### src/rtl/cip_umul.sv
// Two stage unsigned multiplier built from four half width partial products.
`default_nettype none
module cip_umul #(
  parameter int AW = 8,
  parameter int BW = 8
) (
  input  wire logic          clk,
  input  wire logic          en,
  input  wire logic [AW-1:0] a,
  input  wire logic [BW-1:0] b,
  output logic [AW+BW-1:0]   p
);
  localparam int AL = (AW + 1) / 2;
  localparam int AH = AW - AL;
  localparam int BL = (BW + 1) / 2;
  localparam int BH = BW - BL;
  localparam int PW = AW + BW;

  logic [AL+BL-1:0] ll_r;
  logic [AL+BH-1:0] lh_r;
  logic [AH+BL-1:0] hl_r;
  logic [AH+BH-1:0] hh_r;
  logic [PW-1:0]    p_r;

  // Partial products.
  always_ff @(posedge clk) begin
    if (en) begin
      ll_r <= (AL+BL)'(a[AL-1:0]) * (AL+BL)'(b[BL-1:0]);
      lh_r <= (AL+BH)'(a[AL-1:0]) * (AL+BH)'(b[BW-1:BL]);
      hl_r <= (AH+BL)'(a[AW-1:AL]) * (AH+BL)'(b[BL-1:0]);
      hh_r <= (AH+BH)'(a[AW-1:AL]) * (AH+BH)'(b[BW-1:BL]);
    end
  end

  // Alignment and final sum.
  always_ff @(posedge clk) begin
    if (en) begin
      p_r <= PW'(ll_r) + (PW'(lh_r) << BL) + (PW'(hl_r) << AL) + (PW'(hh_r) << (AL + BL));
    end
  end

  assign p = p_r;

endmodule
`default_nettype wire

### config.mk
export PLATFORM = sky130hd
export DESIGN_NAME = cip_umul
export DESIGN_NICKNAME = d
export VERILOG_FILES = /design/src/rtl/cip_umul.sv
export SDC_FILE = /design/constraint.sdc
export NUM_CORES = 1
export LEC_CHECK = 0
export BUFFER_PORTS_ARGS = -buffer_cell sky130_fd_sc_hd__buf_4
export CORE_AREA = 3 3 127 129
export DETAILED_ROUTE_END_ITERATION = 7
export DIE_AREA = 0 0 130 132
export SLEW_MARGIN = 20
export SYNTH_ARGS = -nofsm -noshare
export SYNTH_HDL_FRONTEND = slang
export SYNTH_SLANG_ARGS = --single-unit
### constraint.sdc
create_clock -name clk -period 3.6 [get_ports clk]
set_clock_uncertainty 0.15 [all_clocks]
set_input_delay 0.54 -clock clk [delete_from_list [all_inputs] [get_ports clk]]
set_output_delay 0.54 -clock clk [all_outputs]
set_load 0.05 [all_outputs]
* After elaboration in Yosys (flattened, before gate mapping)
Cells that the tools add are included. W data, S select, Z words.
Operators by class: $add $sub $neg 3, $mul 4
Operator list (number):
- $mul A4 B4 Y8 | 4
- $add A14 B16 Y16 | 1
- $add A13 B12 Y14 | 1
- $add A8 B12 Y13 | 1
Storage, ports and cells: register bits 48, input port bits 18, output and inout port bits 16, word-level logic and storage cells 12

* Depth between registers and ports, before layout
depth in word-level cells 3, depth in mapped cells 10, mapped depth without buffers 10

* Worst setup path after synthesis
Ideal clock, no wire load.
kind input-to-reg, start point in a[0], end point reg lh_r[6], data pin, setup time 258 ps, data arrival time 2556 ps, data required time 3192 ps, path slack 636 ps, cell stages on the path 8, buffers on the path 0, cell sequence nand2_1 > fa_1 > inv_1 > fa_1 > fa_1 > a21o_1 > a21oi_1 > xnor2_1
On the way: longest elaborated chain between the ends 1
RTL lines:
- from (decl) | line 9 | input wire logic [AW-1:0] a,
- $mul A4 B4 Y8 | line 29 | lh_r <= (AL+BH)'(a[AL-1:0]) * (AL+BH)'(b[BW-1:BL]);
- to (signal assigned) | line 29
- to (decl) | line 20 | logic [AL+BH-1:0] lh_r;
No other way between the ends. A chain may end at the register's enable or synchronous reset.

* Worst setup path in the final report
start point in a[4], end point reg hl_r[6], data pin
On the way: longest elaborated chain between the ends 1
RTL lines:
- $mul A4 B4 Y8 | line 30 | hl_r <= (AH+BL)'(a[AW-1:AL]) * (AH+BL)'(b[BL-1:0]);
- to (signal assigned) | line 30
- to (decl) | line 21 | logic [AH+BL-1:0] hl_r;
No other way between the ends.

==> reports/qor.yml <==
worst-r2r-cell-count: 8
path_buf_inv: 2
worstSetupPathType: "in -> reg"
fin_setup_tns_ns: 0
path_cells: "buf_4, nand2_1, fa_1, inv_1, fa_1, fa_1, a21o_1, a21oi_1, xnor2_1"
min_path_type: "reg -> reg"
critical_path_arrival_ns: 2.88
power.total_mw: 2.587
synth_top_cells_by_count: "56 x ha_1, 53 x and2_1, 48 x edfxtp_1, 25 x fa_1, 24 x nand2_1"
initial_core_util_pct: 24.83
period_share_pct: 81.96
synth_area_sq_mm: 0.003761
max_freq_mhz: 338.9
grt-ovfl-total: 0
grt_pass1_vias: 2454
synth-seq-cells: 48
crit_family: "adder cells"
drtIter0Drc: 113
min_path_cells: 0
avgSynthCellArea_sq_um: 11.90
portBuffers: 33
die_w_microns: 130
cts_tree: "done"
startpoint_type: "input port"
antenna_cells: 0
die_area_sq_mm: 0.01716
rr_startpoint: "ll_r[5]"
yosys_warnings: 0
yosys_most_used_dff: "edfxtp_1"
slew_viol_final: 0
h-tree-depth: 2
ir_drop_mv: 0.2519
r2r-end: "p[13]"
cts.sinks: 48
outcome: "finished, final reports clean"
drive_gt1_share_pct: 12.92
grt.total_usage_pct: 8.399
switchingPower_mw: 0.9404
cts_hold_buf: 0
p_comb_share_pct: 44.7
netlist_instances: 316
fin_hold_ws_ns: 0.2619
dr_total_vias: 2346
swShare_pct: 36.36
synth_cell_types: 30
worst_slew_pin_slew_ns: 0.5907
postRouteAntennaNets: 0
syn2layout_area_growth_pct: 17.76
synth_area_leaders: "edfxtp_1 38%, ha_1 19%, fa_1 13%, and2_1 8.8%, xnor2_1 3.7%"
wl_per_cell_microns: 12.35
critPathRequiredTime_ns: 3.53
clockBufferDepth: 2
p_int_mw: 1.646
pwr-share-clk_pct: 22.4
via_per_inst: 4.313
hpwl_microns: 5550
hp-start: "ll_r[1]"
rows: 45
synth_edf_count: 48
regToRegSetupSlack_ns: 1.01
die_h_microns: 132
rsz0062_at_grt: "no"
clkLatencyLatePin_ns: 0.28
antenna_found_initial: 0
synth_top_area_share_pct: 38.32
critical_path.max_stage_delay_ns: 0.54
grt_first_pass_wirelength_microns: 11690
cts_buffers: 5
drc: 0
path_clk_slew_ns: 0.06
pwr-share-seq_pct: 33.0
worstPathMaxFanout: 8
cp_slowest_cell: "fa_1"
first_pass_iters: 4
cpMostUsedCell: "fa_1"
post_cts_buffers: 0
cts_root_buf: "clkbuf_16"
hold_end: "p[1]"
finalWirelength_microns: 6721
cts-resized-gates: 0
grt_max_degree: 49
synth.most_common_cell: "ha_1"
yosysSeqAreaShare_pct: 38.32
synth_nets: 415
hold_viol: 0
p_per_area_mw_per_mm2: 584.0
synth_top_cell_by_area: "edfxtp_1"
nNetsFinal: 455
crit_path_end_kind: "flip-flop"
cap_violations: 0
io_pins: 34
core-area_sq_mm: 0.01515
leakagePower_nw: 1.924
async_flop_share_pct: 0
setup_viol: 0
max_slew_margin_pct: 60.62
routabilityCongestion: 0.7975
period_minus_slack_ns: 2.951
-- layout by cell type (no fill, tap or decap), types with 2 or more instances in the layout --
master     instances
a21boi_0           2
xnor2_1           16
nor2_1             9
a21oi_1           14
nand3b_1           4
xor2_1             5
nand3_1            3
bufinv_16          2
inv_1             21
o211ai_1           7
and2_1            53
a21o_1             4
buf_4             33
a21oi_2            2
nor2b_1            6
clkbuf_16          5
fa_1              25
o21ai_0            2
edfxtp_1          48
o21a_1             2
o21ai_1            2
o2111ai_1          2
ha_1              56
nand2_1           24
-- sequential cells by signal, indices dropped and copies added (netlist names) --
name and count:
p 16, lh_r 8, hh_r 8, ll_r 8, hl_r 8
-- worst reg2reg max path, cell delays in order, from the launching register on --
cell and delay (ns):
edfxtp_1 0.40, fa_1 0.56, ha_1 0.19, inv_1 0.06
fa_1 0.43, nor2b_4 0.15, o31a_1 0.18, o21ai_2 0.09
xnor2_1 0.13
-- cell type report --
type | instances | area (sq um)
multi-input combinational | 247 | 2241
inverter | 21 | 78.83
clock inverter | 2 | 60.06
tap | 188 | 235.2
timing repair buffer | 33 | 247.7
clock buffer | 5 | 125.1
sequential | 48 | 1441
fill | 1535 | 10720
-- worst max-delay path by stage --
stage               from  endpoint  slack (ns)  cells past startpoint
finish              a[4]   hl_r[6]        0.65                      9
global route        b[3]   hl_r[7]        0.49                     10
CTS                 a[4]   hl_r[7]        0.61                     10
detailed placement  a[4]   hl_r[7]        0.32                     10
global placement    b[3]   hl_r[6]        0.38                      9
floorplan           a[0]   lh_r[6]        0.64                      8
-- cells by family (layout without fill, tap and decap cells) --
| family | count (synthesis) | in the layout | share of synthesized area [%] |
|---|---|---|---|
| flops | 48 | 48 | 38.32 |
| simple gates | 102 | 102 | 15.00 |
| compound gates | 43 | 43 | 7.751 |
| fa+ha+maj | 81 | 81 | 31.94 |
| buf+inv | 21 | 61 | 2.096 |
| xor+xnor | 21 | 21 | 4.890 |
-- metrics by stage --
step / std cells / setup WS, ns / utilization, % / cell area (sq um)
after floorplan: 316 / 0.6363 / - / 3761
after global placement: 537 / 0.3758 / 28.02 / 4244
after detailed placement: 537 / 0.3169 / 28.02 / 4244
after CTS: 544 / 0.6137 / 29.24 / 4429
after global routing: 544 / 0.4918 / 29.24 / 4429
final: 544 / 0.6494 / 29.24 / 4429
-- per-layer routing --
metal / global-route usage (%) / wire, microns
met1: 11.76 / 3316
met2: 13.12 / 3062
met3: 1.459 / 246
met4: 2.771 / 95
met5: 0 / 0
-- power by group through the flow --
stage	registers [mW]	logic, mW	clock network [mW]
3_5_place_dp	0.868	1.16	0
4_1_cts	0.856	1.17	0.591
3_3_place_gp	0.870	1.14	0
6_report	0.853	1.16	0.578
2_1_floorplan	1.09	0.633	0
5_1_grt	0.865	1.30	0.619
No activity file was read; power rests on OpenSTA's default activity.
