<file path="config.mk">
export PLATFORM = sky130hd
export DESIGN_NAME = cip_isqrt
export DESIGN_NICKNAME = d
export VERILOG_FILES = /design/src/rtl/cip_isqrt.sv
export SDC_FILE = /design/constraint.sdc
export NUM_CORES = 1
export LEC_CHECK = 0
export BUFFER_PORTS_ARGS = -buffer_cell sky130_fd_sc_hd__clkbuf_2
export CAP_MARGIN = 0
export CELL_PAD_IN_SITES_DETAIL_PLACEMENT = 1
export CELL_PAD_IN_SITES_GLOBAL_PLACEMENT = 1
export CORE_MARGIN = 10
export CORE_UTILIZATION = 38
export CTS_CLUSTER_DIAMETER = 40
export DETAILED_ROUTE_END_ITERATION = 7
export PLACE_DENSITY = 0.73
export SETUP_SLACK_MARGIN = 0.1
export SYNTH_ARGS = -nofsm -noshare
export SYNTH_HDL_FRONTEND = slang
export SYNTH_SLANG_ARGS = --single-unit
</file>
<file path="constraint.sdc">
create_clock -name clk -period 4.4 [get_ports clk]
set_clock_uncertainty 0.15 [all_clocks]
set_input_delay 1.1 -clock clk [delete_from_list [all_inputs] [get_ports clk]]
set_output_delay 1.1 -clock clk [all_outputs]
set_load 0.05 [all_outputs]
</file>
<file path="src/rtl/cip_isqrt.sv">
// Pipelined integer square root, one result bit per stage.
`default_nettype none
module cip_isqrt #(
  parameter int IW  = 8,
  parameter int SBW = 1
) (
  input  wire logic           clk,
  input  wire logic           rst_n,
  input  wire logic           en,
  input  wire logic           in_valid,
  input  wire logic [IW-1:0]  in_radicand,
  input  wire logic [SBW-1:0] in_sb,
  output logic                out_valid,
  output logic [IW/2-1:0]     out_root,
  output logic [SBW-1:0]      out_sb
);
  localparam int RW = IW / 2;

  logic [IW-1:0]  rem_r  [RW+1];
  logic [RW-1:0]  root_r [RW+1];
  logic [SBW-1:0] sb_r   [RW+1];
  logic [RW:0]    v_r;

  // Entry stage.
  always_ff @(posedge clk) begin
    if (!rst_n) begin
      v_r[0] <= 1'b0;
    end else if (en) begin
      v_r[0] <= in_valid;
    end
  end

  always_ff @(posedge clk) begin
    if (en) begin
      rem_r[0]  <= in_radicand;
      root_r[0] <= '0;
      sb_r[0]   <= in_sb;
    end
  end

  // Each stage tries one root bit, from the top, against the running remainder.
  for (genvar k = 1; k <= RW; k++) begin : g_stage
    localparam int I = RW - k;
    logic [IW-1:0] trial;
    logic          take;
    logic [IW-1:0] rem_nxt;
    logic [RW-1:0] root_nxt;

    always_comb begin
      trial    = (IW'(root_r[k-1]) << (I + 1)) | (IW'(1) << (2 * I));
      take     = (rem_r[k-1] >= trial);
      rem_nxt  = take ? (rem_r[k-1] - trial) : rem_r[k-1];
      root_nxt = take ? (root_r[k-1] | (RW'(1) << I)) : root_r[k-1];
    end

    always_ff @(posedge clk) begin
      if (!rst_n) begin
        v_r[k] <= 1'b0;
      end else if (en) begin
        v_r[k] <= v_r[k-1];
      end
    end

    always_ff @(posedge clk) begin
      if (en) begin
        rem_r[k]  <= rem_nxt;
        root_r[k] <= root_nxt;
        sb_r[k]   <= sb_r[k-1];
      end
    end
  end

  assign out_valid = v_r[RW];
  assign out_root  = root_r[RW];
  assign out_sb    = sb_r[RW];

endmodule
`default_nettype wire

</file>
* Yosys cells after proc, flatten, opt, wreduce, memory -nomap -nowiden *
Memory sizes are Yosys's and may differ from the RTL's.
Index checks and enable logic that the tools add are counted.

word-level totals
  output and inout port bits = 6
  bits in registers = 5
  bits in writable memories = 65
  word-level logic and storage cells = 26
  input bits = 13
  memories = 3

memory list
  name    words  bits a word  read ports  clocked after Yosys merged registers in  wr ports  line  RTL
  rem_r   5      8            4           0                                        5         19    logic [IW-1:0] rem_r [RW+1];
  root_r  5      4            5           0                                        5         20    logic [RW-1:0] root_r [RW+1];
  sb_r    5      1            5           0                                        5         21    logic [SBW-1:0] sb_r [RW+1];

cells by class
  magnitude comparators = 4
  add/subtract/negate cells = 4
  mux-type cells = 10

operators by type and width
  operator                                                      number
  8-bit 2-to-1 mux                                              4
  8-bit by 5-bit greater-or-equal comparator with 1-bit output  1
  8-bit by 6-bit greater-or-equal comparator with 1-bit output  1
  8-bit by 7-bit greater-or-equal comparator with 1-bit output  1
  8-bit greater-or-equal comparator                             1
  8-bit by 5-bit subtractor with 8-bit output                   1
  8-bit by 6-bit subtractor with 8-bit output                   1
  8-bit by 7-bit subtractor with 8-bit output                   1
  8-bit subtractor                                              1
  4-bit 2-to-1 mux                                              1
  1-bit 2-to-1 mux                                              3
  3-bit 2-to-1 mux                                              1
  2-bit 2-to-1 mux                                              1

* Depth between registers and ports, before layout *
Gate-level depths: netlist of run 1.
An unclocked memory read counts as a cell.

  depth in word-level cells = 3
  gate-level depth with buffers = 6
  depth with buffers taken out = 6

* Worst setup path before layout of run 1 *
No wires, ideal clock.

  path kind = input-to-reg
  from = input port en
  to = register v_r[4] (netlist: out_valid)
  data required time = 4.133 ns
  cell stages on the path = 3
  setup slack = 2.532 ns
  path buffers = 1
  arrival = 1.600 ns
  setup time = 0.117 ns
  path through = clkbuf_1 mux2i_1 nor2b_1

RTL lines
  what                           line  RTL
  start, declared                9     input wire logic en,
  end signal, assigned by index  60    v_r[k] <= v_r[k-1];
  end, declared                  22    logic [RW:0] v_r;

==> results of run 1 <==
## cell families after synthesis
logic type,after synthesis,share of synthesized area
XOR/XNOR,4,0.0164
multiplexers,9,0.0470
flip-flops,52,0.709
AND/OR/NAND/NOR,25,0.0757
AO/OA/AOI/OAI,17,0.0704
adder cells (fa/ha/maj),10,0.0587
buffers and inverters,13,0.0229
## cell type report
| class | count | area [um2] |
|---|---|---|
| clock buffers | 7 | 86.3 |
| clock inverters | 1 | 8.76 |
| fillers | 562 | 3060 |
| inverters | 12 | 45.0 |
| multi-input cells | 65 | 572 |
| flip-flops and latches | 52 | 1510 |
| well taps | 72 | 90.1 |
| repair buffers | 19 | 97.6 |
## Yosys cell counts, types with 2 or more instances
| master | count |
|---|---|
| nor3_1 | 2 |
| nand2_1 | 2 |
| mux2_4 | 2 |
| inv_1 | 12 |
| nor2_1 | 4 |
| and2_1 | 2 |
| mux2i_1 | 7 |
| edfxtp_1 | 47 |
| ha_1 | 10 |
| a211oi_1 | 2 |
| o21ai_0 | 3 |
| xnor2_1 | 4 |
| nor4_1 | 2 |
| o21a_1 | 4 |
| nor2b_1 | 6 |
| dfxtp_1 | 5 |
## sequential cells by signal, indices dropped and copies added (netlist names)
name and count:
v_r 4, rem_r 32, root_r 10, out_valid 1, sb_r 5
## how the worst min path moves through the flow
| stage | from | to | slack [ns] | depth (start not counted) |
|---|---|---|---|---|
| global route | sb_r[0] | sb_r[1] | 0.28 | 0 |
| detailed placement | sb_r[3] | sb_r[4] | 0.26 | 0 |
| floorplan | rem_r[0][2] | rem_r[0][10] | 0.25 | 0 |
| finish | sb_r[0] | sb_r[1] | 0.27 | 0 |
| CTS | sb_r[0] | sb_r[1] | 0.27 | 0 |
| global placement | sb_r[1] | sb_r[2] | 0.25 | 0 |
## per-layer routing
metal  track usage  routed length (um)  vias to the layer above
met5             0                   0                        -
met4        0.0337                  38                        0
met3        0.0325                 196                        6
met2         0.148                1740                       23
met1        0.0760                1330                      514
li1              -                   -                      528
## stage by stage
step                hold slack [ns]  setup WS [ns]  instances
finish                        0.271           2.05        228
global route                  0.283           1.94        228
CTS                           0.271           2.01        228
detailed placement            0.256           1.69        220
global placement              0.250           1.76        220
floorplan                     0.250           2.53        130
## power groups by stage
stage          clock network (mW)  registers, mW  logic (mW)
6_report                    0.275          0.605       0.128
5_1_grt                     0.306          0.610       0.144
4_1_cts                     0.288          0.606       0.131
3_5_place_dp                    0          0.617       0.131
3_3_place_gp                    0          0.614       0.124
2_1_floorplan                   0          0.620      0.0857
==> impl_metrics.json, run 1 <==
{
  "layout_common_cells": "edfxtp_1 (47), clkbuf_2 (18), inv_1 (12)",
  "detailedRoute.firstIterationViolations": 29,
  "dieArea_mm2": 0.00901,
  "synth_nets": 153,
  "synthCells": 130,
  "status": "finished, final reports clean",
  "cts.repair.resized": 0,
  "fin_crit_sh": 0.535,
  "die_x_um": 94.9,
  "fin_util": 0.441,
  "numCtsBuffers": 5,
  "stdcell_area_mm2": 0.00241,
  "area_growth_pct": 13.1,
  "crit_family": "buffers and inverters",
  "start_util": 0.390,
  "power_leakage_nw": 0.935,
  "drive_above_1_share": 0.224,
  "drt-pass1-iter-count": 4,
  "crit_start": "en",
  "max-slew-margin-rel": 0.318,
  "worst_ep_required_time_ns": 4.25,
  "grt_max_degree": 42,
  "h-tree-depth": 2,
  "clockBufferDepth": 2,
  "postRouteAntennaNets": 0,
  "core_mm2": 0.00547,
  "clock.fmax_mhz": 425,
  "synthArstFlopShare": 0,
  "synth_cell_types": 32,
  "port_buffers": 18,
  "vias": 1071,
  "worst_slew_pin_slew_ns": 1.02,
  "tritoncts": "done",
  "slowest_delay_ns": 0.75,
  "intPower_uw": 774,
  "synth-edff-count": 47,
  "reg2reg_slack_ns": 2.38,
  "p_per_area_mw_per_mm2": 418,
  "cp-start-kind": "primary input",
  "synth_area_per_cell_um2": 16.4,
  "grt_pass1_vias": 1215,
  "hold_viol_final": 0,
  "worstSetupPathDepth": 2,
  "layout_commonest_cell": "edfxtp_1",
  "arrival_ns": 2.21,
  "synth_ff_type": "edfxtp_1",
  "placed_area_mm2": 0.00232,
  "yosys.area.top_type": "edfxtp_1",
  "cp-end-kind": "flop",
  "ir_worst_vdd_mv": 0.179,
  "period_needed_ns": 2.35,
  "hpwl_um": 2490,
  "crit_end": "rem_r[0][31]",
  "clock_latency_ns": 0.30,
  "switching_power_uw": 233,
  "crit_slowest_cell": "clkbuf_2",
  "clkPwrFrac": 0.273,
  "synth-seq-area-share": 0.709,
  "fp.dieH_um": 94.9,
  "vias_per_cell": 4.70,
  "yosys_warnings": 0,
  "synth_area_leaders": "edfxtp_1 (66%), ha_1 (5.9%), dfxtp_1 (4.7%)",
  "synthesis.area_mm2": 0.00213,
  "grt_pass1_wl_um": 5560,
  "worstRegToRegCells": 4,
  "ctsHoldBuffers": 0,
  "place.gp.congestion": 0.786,
  "fin_setup_tns_ns": 0,
  "grt_overflow_total": 0,
  "finalSetupViolCount": 0,
  "cts.clk_slew.worst_paths_ns": 0.09,
  "post-cts-setup-buffer-count": 0,
  "antenna_found_initial": 0,
  "cap_viol_max_count": 0,
  "drv_slew": 0,
  "yosys_register_bits": 52,
  "combinationalPowerShare": 0.127,
  "crit_buf_inv": 2,
  "power_frac_seq": 0.601,
  "rows": 27,
  "path_class": "primary input to flop",
  "r2r_end": "rem_r[0][28]",
  "pin_count": 19,
  "wl_per_cell_um": 14.5,
  "route.detailed.drc": 0,
  "clock_sink_count": 52,
  "crit_chain": "clkbuf_2 > buf_4",
  "nNetsFinal": 178,
  "swShare": 0.231,
  "antenna_cells": 0,
  "cp_max_fo": 41,
  "clockRootBuffer": "clkbuf_8",
  "drt-total-wl_um": 3300,
  "rsz0062_at_grt": "no",
  "synth.top_cell.area_share": 0.662,
  "global_route.usage.total": 0.0797,
  "totalPowerFinal_mw": 1.01,
  "r2r-start": "rem_r[0][21]",
  "holdCritPathClass": "flop to flop"
}
Note: power is estimated with default switching activity, not from simulation.
==> inputs of run 2 (changes only) <==
--- a/config.mk
+++ b/config.mk
@@ -5,6 +5,7 @@
 export SDC_FILE = /design/constraint.sdc
 export NUM_CORES = 1
 export LEC_CHECK = 0
+export ABC_AREA = 1
 export BUFFER_PORTS_ARGS = -buffer_cell sky130_fd_sc_hd__clkbuf_2
 export CAP_MARGIN = 0
 export CELL_PAD_IN_SITES_DETAIL_PLACEMENT = 1
@@ -13,7 +14,7 @@
 export CORE_UTILIZATION = 38
 export CTS_CLUSTER_DIAMETER = 40
 export DETAILED_ROUTE_END_ITERATION = 7
-export PLACE_DENSITY = 0.73
+export PLACE_DENSITY = 0.75
 export SETUP_SLACK_MARGIN = 0.1
 export SYNTH_ARGS = -nofsm -noshare
 export SYNTH_HDL_FRONTEND = slang
==> constraint.sdc (replaced) <==
create_clock -name clk -period 2.45 [get_ports clk]
set_clock_uncertainty 0.15 [all_clocks]
set_input_delay 0.6125 -clock clk [delete_from_list [all_inputs] [get_ports clk]]
set_output_delay 0.6125 -clock clk [all_outputs]
set_load 0.05 [all_outputs]
==> run 2 against run 1 <==
Total power up 80%. Core utilization rose by 0.50 points. Via count increased by 19%. Wire length grew 8.3%. First-iteration DRC count grew 55%.
==> impl_metrics.json, run 2 <==
{
  "synth_ff_type": "edfxtp_1",
  "cp-start-kind": "flop",
  "layout_commonest_cell": "edfxtp_1",
  "synthCells": 175,
  "wl_per_cell_um": 13.0,
  "start_util": 0.391,
  "clock_latency_ns": 0.31,
  "power_leakage_nw": 1.04,
  "swShare": 0.257,
  "ir_worst_vdd_mv": 0.367,
  "clockRootBuffer": "clkbuf_8",
  "grt_pass1_wl_um": 6220,
  "place.gp.congestion": 0.790,
  "global_route.usage.total": 0.0881,
  "ctsHoldBuffers": 0,
  "crit_slowest_cell": "edfxtp_1",
  "crit_chain": "inv_1 > ha_1 > inv_1 > nor2_1 > nor3_1 > nand2_1 > o21ai_0 > nor2_1",
  "tritoncts": "done",
  "yosys_register_bits": 52,
  "grt_max_degree": 21,
  "detailedRoute.firstIterationViolations": 45,
  "synth_area_leaders": "edfxtp_1 (66%), ha_1 (5.8%), nand2_1 (5.1%)",
  "final_cells": 275,
  "path_class": "flop to flop",
  "drive_above_1_share": 0.158,
  "dieArea_mm2": 0.00904,
  "largest_reg_flops": 32,
  "reg_top3": "rem_r (32), root_r (10), sb_r (5)",
  "yosys-top-cells-count": "edfxtp_1 (47), nand2_1 (29), inv_1 (27)",
  "max-slew-margin-rel": 0.689,
  "yosys_warnings": 0,
  "slowest_delay_ns": 0.37,
  "clkPwrFrac": 0.269,
  "clockBufferDepth": 2,
  "synthesis.area_mm2": 0.00214,
  "holdCritPathClass": "flop to flop",
  "antenna_cells": 0,
  "hold_viol_final": 0,
  "synth_nets": 198,
  "rows": 27,
  "drt-pass1-iter-count": 3,
  "intPower_mw": 1.35,
  "top_register": "rem_r",
  "worst_ep_required_time_ns": 2.37,
  "power_frac_seq": 0.601,
  "synth_cell_types": 21,
  "nNetsFinal": 225,
  "core_mm2": 0.00547,
  "combinationalPowerShare": 0.130,
  "hpwl_um": 2700,
  "drt-total-wl_um": 3570,
  "synth-edff-count": 47,
  "nFillCells": 617,
  "layout_common_cells": "edfxtp_1 (47), nand2_1 (29), inv_1 (27)",
  "totalPowerFinal_mw": 1.81,
  "synth_area_per_cell_um2": 12.2,
  "p_per_area_mw_per_mm2": 743,
  "grt_overflow_total": 0,
  "synth.most_common_cell": "edfxtp_1",
  "fin_setup_tns_ns": 0,
  "switching_power_uw": 466,
  "rsz0062_at_grt": "no",
  "vias_per_cell": 4.64,
  "cts.repair.resized": 0,
  "grt_pass1_vias": 1424,
  "synthArstFlopShare": 0,
  "route.detailed.drc": 0,
  "cp-end-kind": "flop",
  "postRouteAntennaNets": 0,
  "cap_viol_max_count": 0,
  "antenna_found_initial": 0,
  "period_needed_ns": 1.90,
  "vias": 1276,
  "fin_crit_sh": 0.775,
  "cts.clk_slew.worst_paths_ns": 0.10,
  "clock_sink_count": 52,
  "area_growth_pct": 13.9,
  "dp_cells": 267,
  "yosys.area.top_type": "edfxtp_1",
  "arrival_ns": 1.82,
  "fp.dieH_um": 95.1,
  "synth.top_cell.area_share": 0.659,
  "port_buffers": 18,
  "numCtsBuffers": 5,
  "finalSetupViolCount": 0,
  "cp_max_fo": 6,
  "worst_slew_pin_slew_ns": 0.467,
  "die_x_um": 95.1,
  "h-tree-depth": 2,
  "status": "finished, final reports clean",
  "synth-seq-area-share": 0.706,
  "clock.fmax_mhz": 527,
  "pin_count": 19,
  "drv_slew": 0,
  "hold-worst-slack_ns": 0.280,
  "post-cts-setup-buffer-count": 0
}
run 2: cell count changes in the layout (fill, tap and decap cells not counted), moves of 4 or more:
| cell | change |
|---|---|
| o21ai_0 | +9 |
| nor2b_1 | -6 |
| mux2i_1 | -7 |
| inv_1 | +15 |
| nand3_1 | +4 |
| nor2_1 | +19 |
| nand2_1 | +27 |
run 2: power groups by stage:
stage	registers, mW	logic (mW)	clock network (mW)
floorplan	1.12	0.140	0
global placement	1.11	0.226	0
detailed placement	1.11	0.239	0
CTS	1.09	0.242	0.507
global route	1.10	0.277	0.536
finish	1.09	0.236	0.487
run 2: final cells by class:
type | instances | area (um2) | share of cell area
Clock buffer | 5 | 68.8 | 0.0282
Timing Repair Buffer | 20 | 118 | 0.0482
Tap cell | 72 | 90.1 | 0.0369
Multi-Input combinational cell | 96 | 528 | 0.217
Inverter | 27 | 101 | 0.0416
Clock inverter | 3 | 21.3 | 0.00872
Sequential cell | 52 | 1510 | 0.620
run 2: stage by stage:
step           utilization  cell area, um2  setup slack [ns]
6_report             0.446            2440             0.552
4_1_cts              0.446            2440             0.544
5_1_grt              0.446            2440             0.331
2_1_floorplan            -            2140             0.791
3_5_place_dp         0.429            2350             0.557
3_3_place_gp         0.429            2350             0.661
run 2: metal layers:
layer  track usage  vias to the layer above  share of wire
met5             0                        -              0
met4        0.0387                        0          0.020
met3        0.0299                        9          0.050
met2         0.158                       23           0.51
met1        0.0917                      602           0.42
li1              -                      642              -
run 2: path summary, 6_finish.rpt:
check / from / end / depth (start not counted) / slack (ns)
worst max-delay path: root_r[0][7] / rem_r[0][23] / 8 / 0.55
worst min-delay path: sb_r[1] / sb_r[2] / 0 / 0.28
worst max register to register: root_r[0][7] / rem_r[0][23] / 8 / 0.55
worst min register to register: sb_r[1] / sb_r[2] / 0 / 0.28
run 2: cell families (layout without fill, tap and decap cells):
| kind of cell | after synthesis | in the layout | share of synthesized area |
|---|---|---|---|
| AND/OR/NAND/NOR | 68 | 68 | 0.141 |
| flip-flops | 52 | 52 | 0.706 |
| buffers and inverters | 27 | 55 | 0.0473 |
| AO/OA/AOI/OAI | 16 | 16 | 0.0386 |
| adder cells (fa/ha/maj) | 10 | 10 | 0.0584 |
| XOR/XNOR | 2 | 2 | 0.00818 |
run 2: worst max-delay path: cells and delay by family, from the launching register on:
family | cells | cell delay, ns
flip-flops | 1 | 0.37
AND/OR/NAND/NOR | 4 | 0.52
buffers and inverters | 2 | 0.15
adder cells (fa/ha/maj) | 1 | 0.34
AO/OA/AOI/OAI | 1 | 0.13
