--- src/rtl/cip_pkg.sv ---
// Shared widths, lane codes and sideband types for the circle intersection unit.
`default_nettype none
package cip_pkg;

  // Coordinate format.
  localparam int CW   = 24;
  localparam int FRAC = 12;

  // Widths derived from the coordinate width.
  localparam int DW    = CW + 1;        // centre difference
  localparam int ABW   = CW + 2;        // signed line coefficients a and b
  localparam int AMW   = CW + 1;        // magnitude of a or b
  localparam int RW    = CW - 1;        // radius
  localparam int SQW   = 2 * CW;        // square of a centre difference
  localparam int RSQW  = 2 * CW - 2;    // square of a radius
  localparam int CCW   = 2 * CW + 3;    // signed coefficient c
  localparam int CMW   = 2 * CW + 2;    // magnitude of c
  localparam int SW    = 2 * CW + 3;    // a*a + b*b
  localparam int PQW   = 4 * CW + 4;    // r*r*S and c*c
  localparam int RTW   = PQW / 2;       // square root result
  localparam int TW    = 4 * FRAC + 16; // shifted tangent tolerance
  localparam int TSH   = 4 * FRAC - 16;
  localparam int PRW   = AMW + CMW;     // numerator products
  localparam int NUMW  = PRW + 2;       // signed numerators and rounded magnitudes
  localparam int QW    = CW + 1;        // quotient bits before saturation
  localparam int LANES = 4;

  // Result lane codes.
  localparam int LANE_FIRST_X  = 0;
  localparam int LANE_FIRST_Y  = 1;
  localparam int LANE_SECOND_X = 2;
  localparam int LANE_SECOND_Y = 3;

  // Point count codes.
  localparam logic [1:0] CNT_NONE = 2'd0;
  localparam logic [1:0] CNT_ONE  = 2'd1;
  localparam logic [1:0] CNT_TWO  = 2'd2;

  // Geometry carried alongside the discriminant work.
  typedef struct packed {
    logic signed [ABW-1:0] a;
    logic signed [ABW-1:0] b;
    logic [CMW-1:0]        cm;
    logic                  cneg;
    logic [SW-1:0]         s;
    logic signed [CW-1:0]  cx;
    logic signed [CW-1:0]  cy;
  } geo_t;

  // Sideband of the square root stages.
  typedef struct packed {
    geo_t       g;
    logic [1:0] count;
  } root_sb_t;

  // Sideband of the divider stages.
  typedef struct packed {
    logic [1:0]           count;
    logic signed [CW-1:0] cx;
    logic signed [CW-1:0] cy;
  } div_sb_t;

endpackage
`default_nettype wire

--- src/rtl/cip_div.sv ---
// Four lane pipelined restoring divider with a shared divisor and overflow detection.
`default_nettype none
module cip_div #(
  parameter int NW  = 16,
  parameter int DW  = 8,
  parameter int QW  = 8,
  parameter int SBW = 1
) (
  input  wire logic                             clk,
  input  wire logic                             rst_n,
  input  wire logic                             en,
  input  wire logic                             in_valid,
  input  wire logic [cip_pkg::LANES-1:0][NW-1:0] in_num,
  input  wire logic [cip_pkg::LANES-1:0]        in_neg,
  input  wire logic [DW-1:0]                    in_den,
  input  wire logic [SBW-1:0]                   in_sb,
  output logic                                  out_valid,
  output logic [cip_pkg::LANES-1:0][QW-1:0]     out_quo,
  output logic [cip_pkg::LANES-1:0]             out_ovf,
  output logic [cip_pkg::LANES-1:0]             out_neg,
  output logic [SBW-1:0]                        out_sb
);
  localparam int L = cip_pkg::LANES;

  logic [L-1:0][NW-1:0] rem_r [QW+1];
  logic [L-1:0][QW-1:0] quo_r [QW+1];
  logic [L-1:0]         ovf_r [QW+1];
  logic [L-1:0]         neg_r [QW+1];
  logic [DW-1:0]        den_r [QW+1];
  logic [SBW-1:0]       sb_r  [QW+1];
  logic [QW:0]          v_r;
  logic [L-1:0]         ovf_nxt;

  // Entry stage: a quotient that needs more than QW bits is flagged here.
  always_comb begin
    for (int l = 0; l < L; l++) begin
      ovf_nxt[l] = (in_num[l] >= (NW'(in_den) << QW));
    end
  end

  always_ff @(posedge clk) begin
    if (!rst_n) begin
      v_r[0] <= 1'b0;
    end else if (en) begin
      v_r[0] <= in_valid;
    end
  end

  always_ff @(posedge clk) begin
    if (en) begin
      rem_r[0] <= in_num;
      quo_r[0] <= '0;
      ovf_r[0] <= ovf_nxt;
      neg_r[0] <= in_neg;
      den_r[0] <= in_den;
      sb_r[0]  <= in_sb;
    end
  end

  // One quotient bit per stage, most significant first.
  for (genvar k = 1; k <= QW; k++) begin : g_stage
    localparam int I = QW - k;
    logic [NW-1:0]        trial;
    logic [L-1:0][NW-1:0] rem_nxt;
    logic [L-1:0][QW-1:0] quo_nxt;

    always_comb begin
      trial = NW'(den_r[k-1]) << I;
      for (int l = 0; l < L; l++) begin
        if (rem_r[k-1][l] >= trial) begin
          rem_nxt[l] = rem_r[k-1][l] - trial;
          quo_nxt[l] = {quo_r[k-1][l][QW-2:0], 1'b1};
        end else begin
          rem_nxt[l] = rem_r[k-1][l];
          quo_nxt[l] = {quo_r[k-1][l][QW-2:0], 1'b0};
        end
      end
    end

    always_ff @(posedge clk) begin
      if (!rst_n) begin
        v_r[k] <= 1'b0;
      end else if (en) begin
        v_r[k] <= v_r[k-1];
      end
    end

    always_ff @(posedge clk) begin
      if (en) begin
        rem_r[k] <= rem_nxt;
        quo_r[k] <= quo_nxt;
        ovf_r[k] <= ovf_r[k-1];
        neg_r[k] <= neg_r[k-1];
        den_r[k] <= den_r[k-1];
        sb_r[k]  <= sb_r[k-1];
      end
    end
  end

  assign out_valid = v_r[QW];
  assign out_quo   = quo_r[QW];
  assign out_ovf   = ovf_r[QW];
  assign out_neg   = neg_r[QW];
  assign out_sb    = sb_r[QW];

  // Lane 0, when it has no overflow, must leave a remainder below the divisor.
  a_rem_below_den: assert property (@(posedge clk) disable iff (!rst_n)
    v_r[QW] && !ovf_r[QW][0] |-> rem_r[QW][0] < NW'(den_r[QW]))
    else $error("divider lane 0 remainder not below divisor");

endmodule
`default_nettype wire

--- config.mk ---
export PLATFORM = sky130hd
export DESIGN_NAME = cip_div
export DESIGN_NICKNAME = d
export VERILOG_FILES = /design/src/rtl/cip_pkg.sv /design/src/rtl/cip_div.sv
export SDC_FILE = /design/constraint.sdc
export NUM_CORES = 1
export LEC_CHECK = 0
export BUFFER_PORTS_ARGS = -buffer_cell sky130_fd_sc_hd__buf_2
export CELL_PAD_IN_SITES_DETAIL_PLACEMENT = 0
export CELL_PAD_IN_SITES_GLOBAL_PLACEMENT = 1
export CORE_ASPECT_RATIO = 0.8
export CORE_MARGIN = 5
export CORE_UTILIZATION = 50
export DETAILED_ROUTE_END_ITERATION = 7
export PLACE_DENSITY = 0.86
export SETUP_SLACK_MARGIN = 0.02
export SKIP_CTS_REPAIR_TIMING = 1
export SLEW_MARGIN = 20
export SYNTH_ARGS = -nofsm -noshare
export SYNTH_HDL_FRONTEND = slang
export SYNTH_SLANG_ARGS = --single-unit
--- constraint.sdc ---
create_clock -name clk -period 3.21 [get_ports clk]
set_input_delay 0.642 -clock clk [delete_from_list [all_inputs] [get_ports clk]]
set_output_delay 0.642 -clock clk [all_outputs]
set_load 0.03 [all_outputs]
# [After elaboration in Yosys (flattened, before gate mapping)]
# Memory sizes are Yosys's and may differ from the RTL's.
# Cells that the tools add are included.
[op_classes] addsub=32 n_mux=66 order_cmp=36
[op_table] operator="$mux 16" count=32
[op_table] operator="$ge 16x10->1" count=4
[op_table] operator="$ge 16x11->1" count=4
[op_table] operator="$ge 16x12->1" count=4
[op_table] operator="$ge 16x13->1" count=4
[op_table] operator="$ge 16x14->1" count=4
[op_table] operator="$ge 16x15->1" count=4
[op_table] operator="$ge 16x16->1" count=4
[op_table] operator="$ge 16x8->1" count=4
[op_table] operator="$ge 16x9->1" count=4
[op_table] operator="$sub 16x10->16" count=4
[op_table] operator="$sub 16x11->16" count=4
[op_table] operator="$sub 16x12->16" count=4
[op_table] operator="$sub 16x13->16" count=4
[op_table] operator="$sub 16x14->16" count=4
[op_table] operator="$sub 16x15->16" count=4
[op_table] operator="$sub 16x8->16" count=4
[op_table] operator="$sub 16x9->16" count=4
[op_table] operator="$mux 1" count=34
[word_totals] ff_bits=9 ram_bits=1017 out_inout_bits=42 wordCells=149 inputBits=81 memories=6
[memory_table] name="rem_r" words=9 width=64 read_ports=8 rd_clocked_by_memory_dff=0 write_ports=9 line="cip_div.sv:25" text="logic [L-1:0][NW-1:0] rem_r [QW+1];"
[memory_table] name="quo_r" words=9 width=32 read_ports=9 rd_clocked_by_memory_dff=0 write_ports=9 line="cip_div.sv:26" text="logic [L-1:0][QW-1:0] quo_r [QW+1];"
[memory_table] name="den_r" words=9 width=8 read_ports=8 rd_clocked_by_memory_dff=0 write_ports=9 line="cip_div.sv:29" text="logic [DW-1:0] den_r [QW+1];"
[memory_table] name="neg_r" words=9 width=4 read_ports=9 rd_clocked_by_memory_dff=0 write_ports=9 line="cip_div.sv:28" text="logic [L-1:0] neg_r [QW+1];"
[memory_table] name="ovf_r" words=9 width=4 read_ports=9 rd_clocked_by_memory_dff=0 write_ports=9 line="cip_div.sv:27" text="logic [L-1:0] ovf_r [QW+1];"
[memory_table] name="sb_r" words=9 width=1 read_ports=9 rd_clocked_by_memory_dff=0 write_ports=9 line="cip_div.sv:30" text="logic [SBW-1:0] sb_r [QW+1];"

# [Longest topological paths before layout]
# Gate-level depths: netlist of the first run.
# An unclocked memory read counts as a cell.
[depth] ltp_word=3 ltp_mapped=13 ltp_nobuf=11

# [Least setup slack after synthesis of the first run]
# Ideal clock, no wire load.
[synth_timing] kind="reg-to-reg" startpoint="mem den_r[6][1], in the netlist den_r[0][49]" endpoint="mem rem_r[0][462] (netlist bit), data pin" required_ps=2944 setup_time_ps=266 synth_period_minus_slack_ps=2625 slack_ps=585 path_stages_with_launch=10 path_buffers=0 t_arrival_ps=2359 cell_sequence="edfxtp_1 -> inv_1 -> ha_1 -> nand2b_1 -> a21oi_1 -> a211o_1 -> a22o_1 -> or4_1 -> nor3_1 -> xor2_1"
[synth_lines] item="from (decl)" line="cip_div.sv:29"
[synth_lines] item="to (decl)" line="cip_div.sv:25"

==> results.ini, run 1 <==
[floorplan]
coreArea_um2 = 80410
die_width_um = 328.2
io_pins = 123
die_h_um = 264.5
row_count = 93
dieArea_um2 = 86820
start_util_pct = 50.36

[detailed_routing]
wl_um = 77960
ant_nets = 0
vias = 24200
dr.pass1.iters = 5
first_iter_violations = 1621
avgViaCountPerCell = 5.347
post_drt_wl_per_cell_um = 17.22
drc_errors = 0

[worst_setup_path]
cp-start-kind = flip-flop
regToRegStartpoint = den_r[0][40]$_DFFE_PP_
cp.arrival_ps = 3340
cpPeakStageDelay_ps = 530
rrSetupSlack_ps = 250
reg2reg_to = rem_r[0][397]$_DFFE_PP_
cpMaxStageDelayCell = edfxtp_1
path_max_fanout = 15
endpoint_kind = flip-flop
worstRegToRegCells = 10
crit_type = flip-flop to flip-flop
cp_cell_sequence = ha_1 > fa_1 > nor2b_1 > o2111ai_1 > nand2_1 > o21ai_0 > and2_1 > inv_1 > nand3_1 > xnor2_1
required_ps = 3590

[sta]
report.final.slew_viol_count = 0
fmax_mhz = 337.6
hold_viol_final = 0
fin_crit_ps = 2962
tightest_slew_ps = 682.3
final.setup.tns_ps = 0
period_share_pct = 92.26
finalSetupViolCount = 0
rsz0062_at_grt = false
slew_headroom_pct = 53.92
finClkSkew_ps = 28.63
fin_ws_ps = 248.3
hold_ws_ps = 173.3

[place]
portBuffers = 122
place_hpwl_um = 59550
dpl_cell_area_um2 = 42800
gp_congestion = 0.8859
dp_cells = 4379
dp_slack_ps = 265.6

[cts]
cts-htree-levels = 3
clockBufferDepth = 3
cts_tree = built
cts_sinks = 810
clock_latency_ps = 640
cts.clk_slew.worst_paths_ps = 60
cts_buffers = 81
cts_root_buf = clkbuf_16

[logic_synthesis]
synth_top_flop_cell = edfxtp_1
synth_top_area_share_pct = 59.40
synth-seq-cells = 810
yosysSeqAreaShare_pct = 59.84
syn_nets = 3552
syn_inst = 3155
yosysWarnings = 0
syn_avg_cell_area_um2 = 12.84
syn_area_um2 = 40500
synth_edf_count = 801
ys_types = 74
synth_area_leaders = edfxtp_1, ha_1, o21ai_0
ys_async_sr_fraction_pct = 0
synth_top_cell_by_area = edfxtp_1

[global_routing]
antenna_found_initial = 0
grt_max_degree = 117
track_usage_pct = 17.90
grt_pass1_vias = 23190
grt_pass1_wl_um = 124800
met1_usage_pct = 25.43
globalRouteMet2Util_pct = 28.22
busiest_layer = met2
grt_use_met3_pct = 3.088
gr-total-overflow = 0

[layout]
finalNetCount = 3767
n_antenna_cell = 0
final_area_um2 = 45480
area_delta_synth_final_pct = 12.32
final_cell_count_no_fill = 4526
drive_above_1_share_pct = 10.66

[pwr]
p_leak_nw = 17.04
p_seq_share_pct = 45.7
p_int_mw = 24.21
p_sw_mw = 10.34
p_comb_share_pct = 27.0
vdd_drop_max_mv = 0.4070
swShare_pct = 29.93
p_per_area_nw_per_um2 = 759.5
p_clk_share_pct = 27.3

[min_path]
hold_class = input port to flip-flop
hold_path_end = neg_r[0][1]$_DFFE_PP_
min_from = in_neg[1]
min_path_cells = 1

[status]
status = complete, no violations

[flow_run]
maxCapViolations = 0

## per-stage QoR
stage | util [%] | total power [mW]
after floorplan | - | 22.68
after global placement | 53.23 | 25.14
after detailed placement | 53.23 | 25.23
after CTS | 56.57 | 34.81
after global routing | 56.57 | 36.74
final | 56.57 | 34.55
## how the worst max path moves through the flow
| stage | startpoint | end | cells after the start |
|---|---|---|---|
| 4_1_cts | den_r[0][40]$_DFFE_PP_ | rem_r[0][397]$_DFFE_PP_ | 10 |
| 3_5_place_dp | den_r[0][40]$_DFFE_PP_ | rem_r[0][397]$_DFFE_PP_ | 10 |
| 6_report | den_r[0][40]$_DFFE_PP_ | rem_r[0][397]$_DFFE_PP_ | 10 |
| 5_1_grt | den_r[0][40]$_DFFE_PP_ | rem_r[0][397]$_DFFE_PP_ | 10 |
| 3_3_place_gp | den_r[0][40]$_DFFE_PP_ | rem_r[0][397]$_DFFE_PP_ | 10 |
| 2_1_floorplan | den_r[0][49]$_DFFE_PP_ | rem_r[0][462]$_DFFE_PP_ | 9 |
## state kept, by name, summed over array words and instances, names as in the netlist
name / count
out_valid: 1
rem_r: 512
quo_r: 144
v_r: 8
ovf_r: 36
neg_r: 36
den_r: 64
sb_r: 9
## synthesized netlist by cell type (34+ instances only)
cell,instances
nor4_1,35
a21o_1,65
o21a_1,41
nand2b_1,56
inv_1,175
nand3_1,34
mux2_2,45
o21ai_0,236
xnor2_1,123
nor3_1,71
a21oi_1,212
edfxtp_1,801
xor2_1,96
ha_1,288
nand2_1,218
nor2_1,169
nor2b_1,54
## cells in the final DEF (no fill, tap or decap), types with 13 or more instances in the layout
master,n
edfxtp_1,801
ha_1,288
o21ai_0,236
nand2_1,218
a21oi_1,212
inv_1,175
nor2_1,169
xnor2_1,123
buf_2,121
xor2_1,96
clkbuf_16,83
nor3_1,71
a21o_1,65
nand2b_1,56
nor2b_1,54
buf_4,48
mux2_2,45
o21a_1,41
nor4_1,35
nand3_1,34
or4_1,30
mux2i_1,30
fa_1,28
or3_1,24
a211oi_1,23
nand3b_1,17
nand4_1,16
clkbuf_1,14
o21bai_1,13
a2111oi_0,13
clkinv_1,13
## layout make-up
cell class	count	area, um2
fillers	6574	34920
flip-flops and latches	810	24230
multi-input cells	2122	15400
clock buffers	99	2157
well taps	1092	1366
repair buffers	178	1141
inverters	177	664.4
clock inverters	48	523.0
## power by group through the flow
| stage | combinational, mW | sequential, mW | clock, mW |
|---|---|---|---|
| 5_1_grt | 10.6 | 16.0 | 10.2 |
| 3_5_place_dp | 9.25 | 16.0 | 0 |
| 6_report | 9.34 | 15.8 | 9.42 |
| 2_1_floorplan | 7.24 | 15.4 | 0 |
| 4_1_cts | 9.32 | 15.8 | 9.72 |
| 3_3_place_gp | 9.16 | 16.0 | 0 |
## cell families (layout without fill, tap and decap cells)
| group | Yosys count | in the layout | synth area share [%] |
|---|---|---|---|
| and+or+nand+nor | 782 | 782 | 9.825 |
| buffers and inverters | 223 | 502 | 2.135 |
| adders and majority gates | 316 | 316 | 10.28 |
| AOI/OAI and AO/OA | 728 | 728 | 11.12 |
| muxes | 77 | 77 | 2.058 |
| xor gates and xnor gates | 219 | 219 | 4.736 |
| DFF | 810 | 810 | 59.84 |
## per-layer routing
| metal | part of all wire (%) | vias to the layer above |
|---|---|---|
| met5 | 0 | - |
| met4 | 3.5 | 0 |
| met3 | 4.1 | 158 |
| met2 | 45 | 538 |
| met1 | 47 | 11140 |
| li1 | - | 12370 |
## worst max-delay path: cells and delay by family, from the launching register on
kind / cells / cell delay [ps]
AND/OR/NAND/NOR: 4 / 710
AO/OA/AOI/OAI: 2 / 280
XOR/XNOR: 1 / 170
flip-flops: 1 / 530
adder cells (fa/ha/maj): 2 / 680
buffers and inverters: 1 / 340
Note: power is estimated with default switching activity, not from simulation.
==> inputs of run 2 (changes only) <==
Settings changed: CORE_UTILIZATION 50 to 52, PLACE_DENSITY 0.86 to 0.89.
==> run 2 against run 1 <==
Sequential cell count did not move. Final cell count shrank 1.2%. Worst setup slack gained 38 ps. Global-route usage rose by 0.78 points. Wire length grew 0.64%. Design area hardly changed. Clock skew shrank 13 ps. Critical path type unchanged. Largest cell class unchanged.
==> results.ini, run 2 (synthesized netlist as in run 1, its figures left out) <==
[status]
status = complete, no violations

[detailed_routing]
post_drt_wl_per_cell_um = 17.55
avgViaCountPerCell = 5.437
first_iter_violations = 1649
drc_errors = 0
wl_um = 78460
vias = 24300
ant_nets = 0
dr.pass1.iters = 8

[min_path]
min_path_cells = 1
hold_class = input port to flip-flop
hold_path_end = neg_r[0][0]$_DFFE_PP_
min_from = in_neg[0]

[pwr]
p_leak_nw = 17.12
p_int_mw = 24.26
p_clk_share_pct = 27.3
swShare_pct = 29.92
p_comb_share_pct = 27.0
p_per_area_nw_per_um2 = 760.7
vdd_drop_max_mv = 0.3836
p_sw_mw = 10.36
p_seq_share_pct = 45.6

[place]
portBuffers = 122
dpl_cell_area_um2 = 42820
dp_slack_ps = 302.4
gp_congestion = 0.8675
place_hpwl_um = 59760

[sta]
report.final.slew_viol_count = 0
rsz0062_at_grt = false
tightest_slew_ps = 675.6
finalSetupViolCount = 0
slew_headroom_pct = 54.37
fmax_mhz = 342.0
fin_crit_ps = 2924
hold_viol_final = 0
final.setup.tns_ps = 0
finClkSkew_ps = 16.00
fin_ws_ps = 286.2
period_share_pct = 91.08

[layout]
final_cell_mix = edfxtp_1, ha_1, o21ai_0
largest_register = rem_r
multiInputGateArea_um2 = 15400
largestRegisters = rem_r x512, quo_r x144, den_r x64
final_common_cell = edfxtp_1
area_delta_synth_final_pct = 12.38
regArea_um2 = 24230
final_area_um2 = 45510
fillCellCount = 6118
drive_above_1_share_pct = 11.02
finalNetCount = 3778
n_antenna_cell = 0
largest_reg_flops = 512

[worst_setup_path]
worstRegToRegCells = 10
crit_family = simple AND/OR/NAND/NOR gates
required_ps = 3580
reg2reg_to = rem_r[0][397]$_DFFE_PP_
path_max_fanout = 15
cp_num_buf_inv = 1
endpoint_kind = flip-flop
crit_type = flip-flop to flip-flop
cpPeakStageDelay_ps = 520
regToRegStartpoint = den_r[0][40]$_DFFE_PP_
rrSetupSlack_ps = 290
cp.arrival_ps = 3290
cp_cell_sequence = ha_1 > fa_1 > nor2b_1 > o2111ai_1 > nand2_1 > o21ai_0 > and2_1 > inv_1 > nand3_1 > xnor2_1
cp-start-kind = flip-flop
cpMaxStageDelayCell = edfxtp_1

[floorplan]
die_h_um = 259.6
start_util_pct = 52.46
io_pins = 123
coreArea_um2 = 77200
row_count = 91
die_width_um = 322.0
dieArea_um2 = 83590

[global_routing]
track_usage_pct = 18.69
grt_pass1_vias = 23340
grt_max_degree = 95
antenna_found_initial = 0
grt_pass1_wl_um = 125100
gr-total-overflow = 0

[cts]
cts_buffers = 81
clockBufferDepth = 3
clock_latency_ps = 630
cts_root_buf = clkbuf_16
cts.clk_slew.worst_paths_ps = 70
cts-htree-levels = 3
cts_tree = built
cts_sinks = 810

[flow_run]
maxCapViolations = 0

==> run 2: cell count changes in the layout (fill, tap and decap cells not counted), moves of 2 or more <==
cell,previous run,this run
clkinv_2,11,15
buf_4,48,57
buf_12,8,10
clkbuf_8,2,0
clkbuf_16,83,85
clkbuf_1,14,12
inv_6,2,4
clkinv_8,2,0
==> run 2: layout make-up <==
class / instances / area share, %
multi-input combinational: 2122 / 33.84
inverter: 177 / 1.460
clock inverter: 52 / 1.127
sequential: 810 / 53.25
timing repair buffer: 189 / 2.744
clock buffer: 97 / 4.773
tap: 1023 / 2.813
==> run 2: per-stage QoR <==
step / std cells / util [%] / power, mW / hold WS, ps
floorplan: 3155 / - / 22.68 / 400.3
global placement: 4321 / 55.48 / 25.11 / 400.2
detailed placement: 4321 / 55.48 / 25.24 / 404.5
CTS: 4470 / 58.95 / 34.82 / 135.1
global route: 4470 / 58.95 / 36.71 / 141.0
finish: 4470 / 58.95 / 34.62 / 185.7
==> run 2: power by group through the flow <==
stage | clock [mW] | combinational (mW) | sequential, mW
finish | 9.46 | 9.36 | 15.8
global route | 10.1 | 10.6 | 16.0
CTS | 9.72 | 9.33 | 15.8
global placement | 0 | 9.14 | 16.0
floorplan | 0 | 7.24 | 15.4
detailed placement | 0 | 9.26 | 16.0
==> run 2: worst reg2reg max path, stage by stage (launching register included) <==
cell and delay [ps]:
edfxtp_1 520, ha_1 270, fa_1 400, nor2b_1 170
o2111ai_1 120, nand2_1 130, o21ai_0 160, and2_1 260
inv_1 310, nand3_1 160, xnor2_1 160
==> run 2: worst max-delay path by stage <==
stage	startpoint	end	slack [ps]	depth (start not counted)
final	den_r[0][40]$_DFFE_PP_	rem_r[0][397]$_DFFE_PP_	290	10
after global routing	den_r[0][50]$_DFFE_PP_	rem_r[0][478]$_DFFE_PP_	60	9
after CTS	den_r[0][40]$_DFFE_PP_	rem_r[0][397]$_DFFE_PP_	260	10
after detailed placement	den_r[0][40]$_DFFE_PP_	rem_r[0][397]$_DFFE_PP_	300	10
after global placement	den_r[0][17]$_DFFE_PP_	rem_r[0][201]$_DFFE_PP_	340	9
after floorplan	den_r[0][49]$_DFFE_PP_	rem_r[0][462]$_DFFE_PP_	590	9
==> run 2: metal layers <==
layer  wire (um)  part of all wire (%)  GRT usage, %  vias up
met5           0                     0             0        -
met4        2465                   3.1         5.895        0
met3        3409                   4.3         2.957      152
met2       35720                    46         29.51      590
met1       36860                    47         26.91    11170
li1            -                     -             -    12400
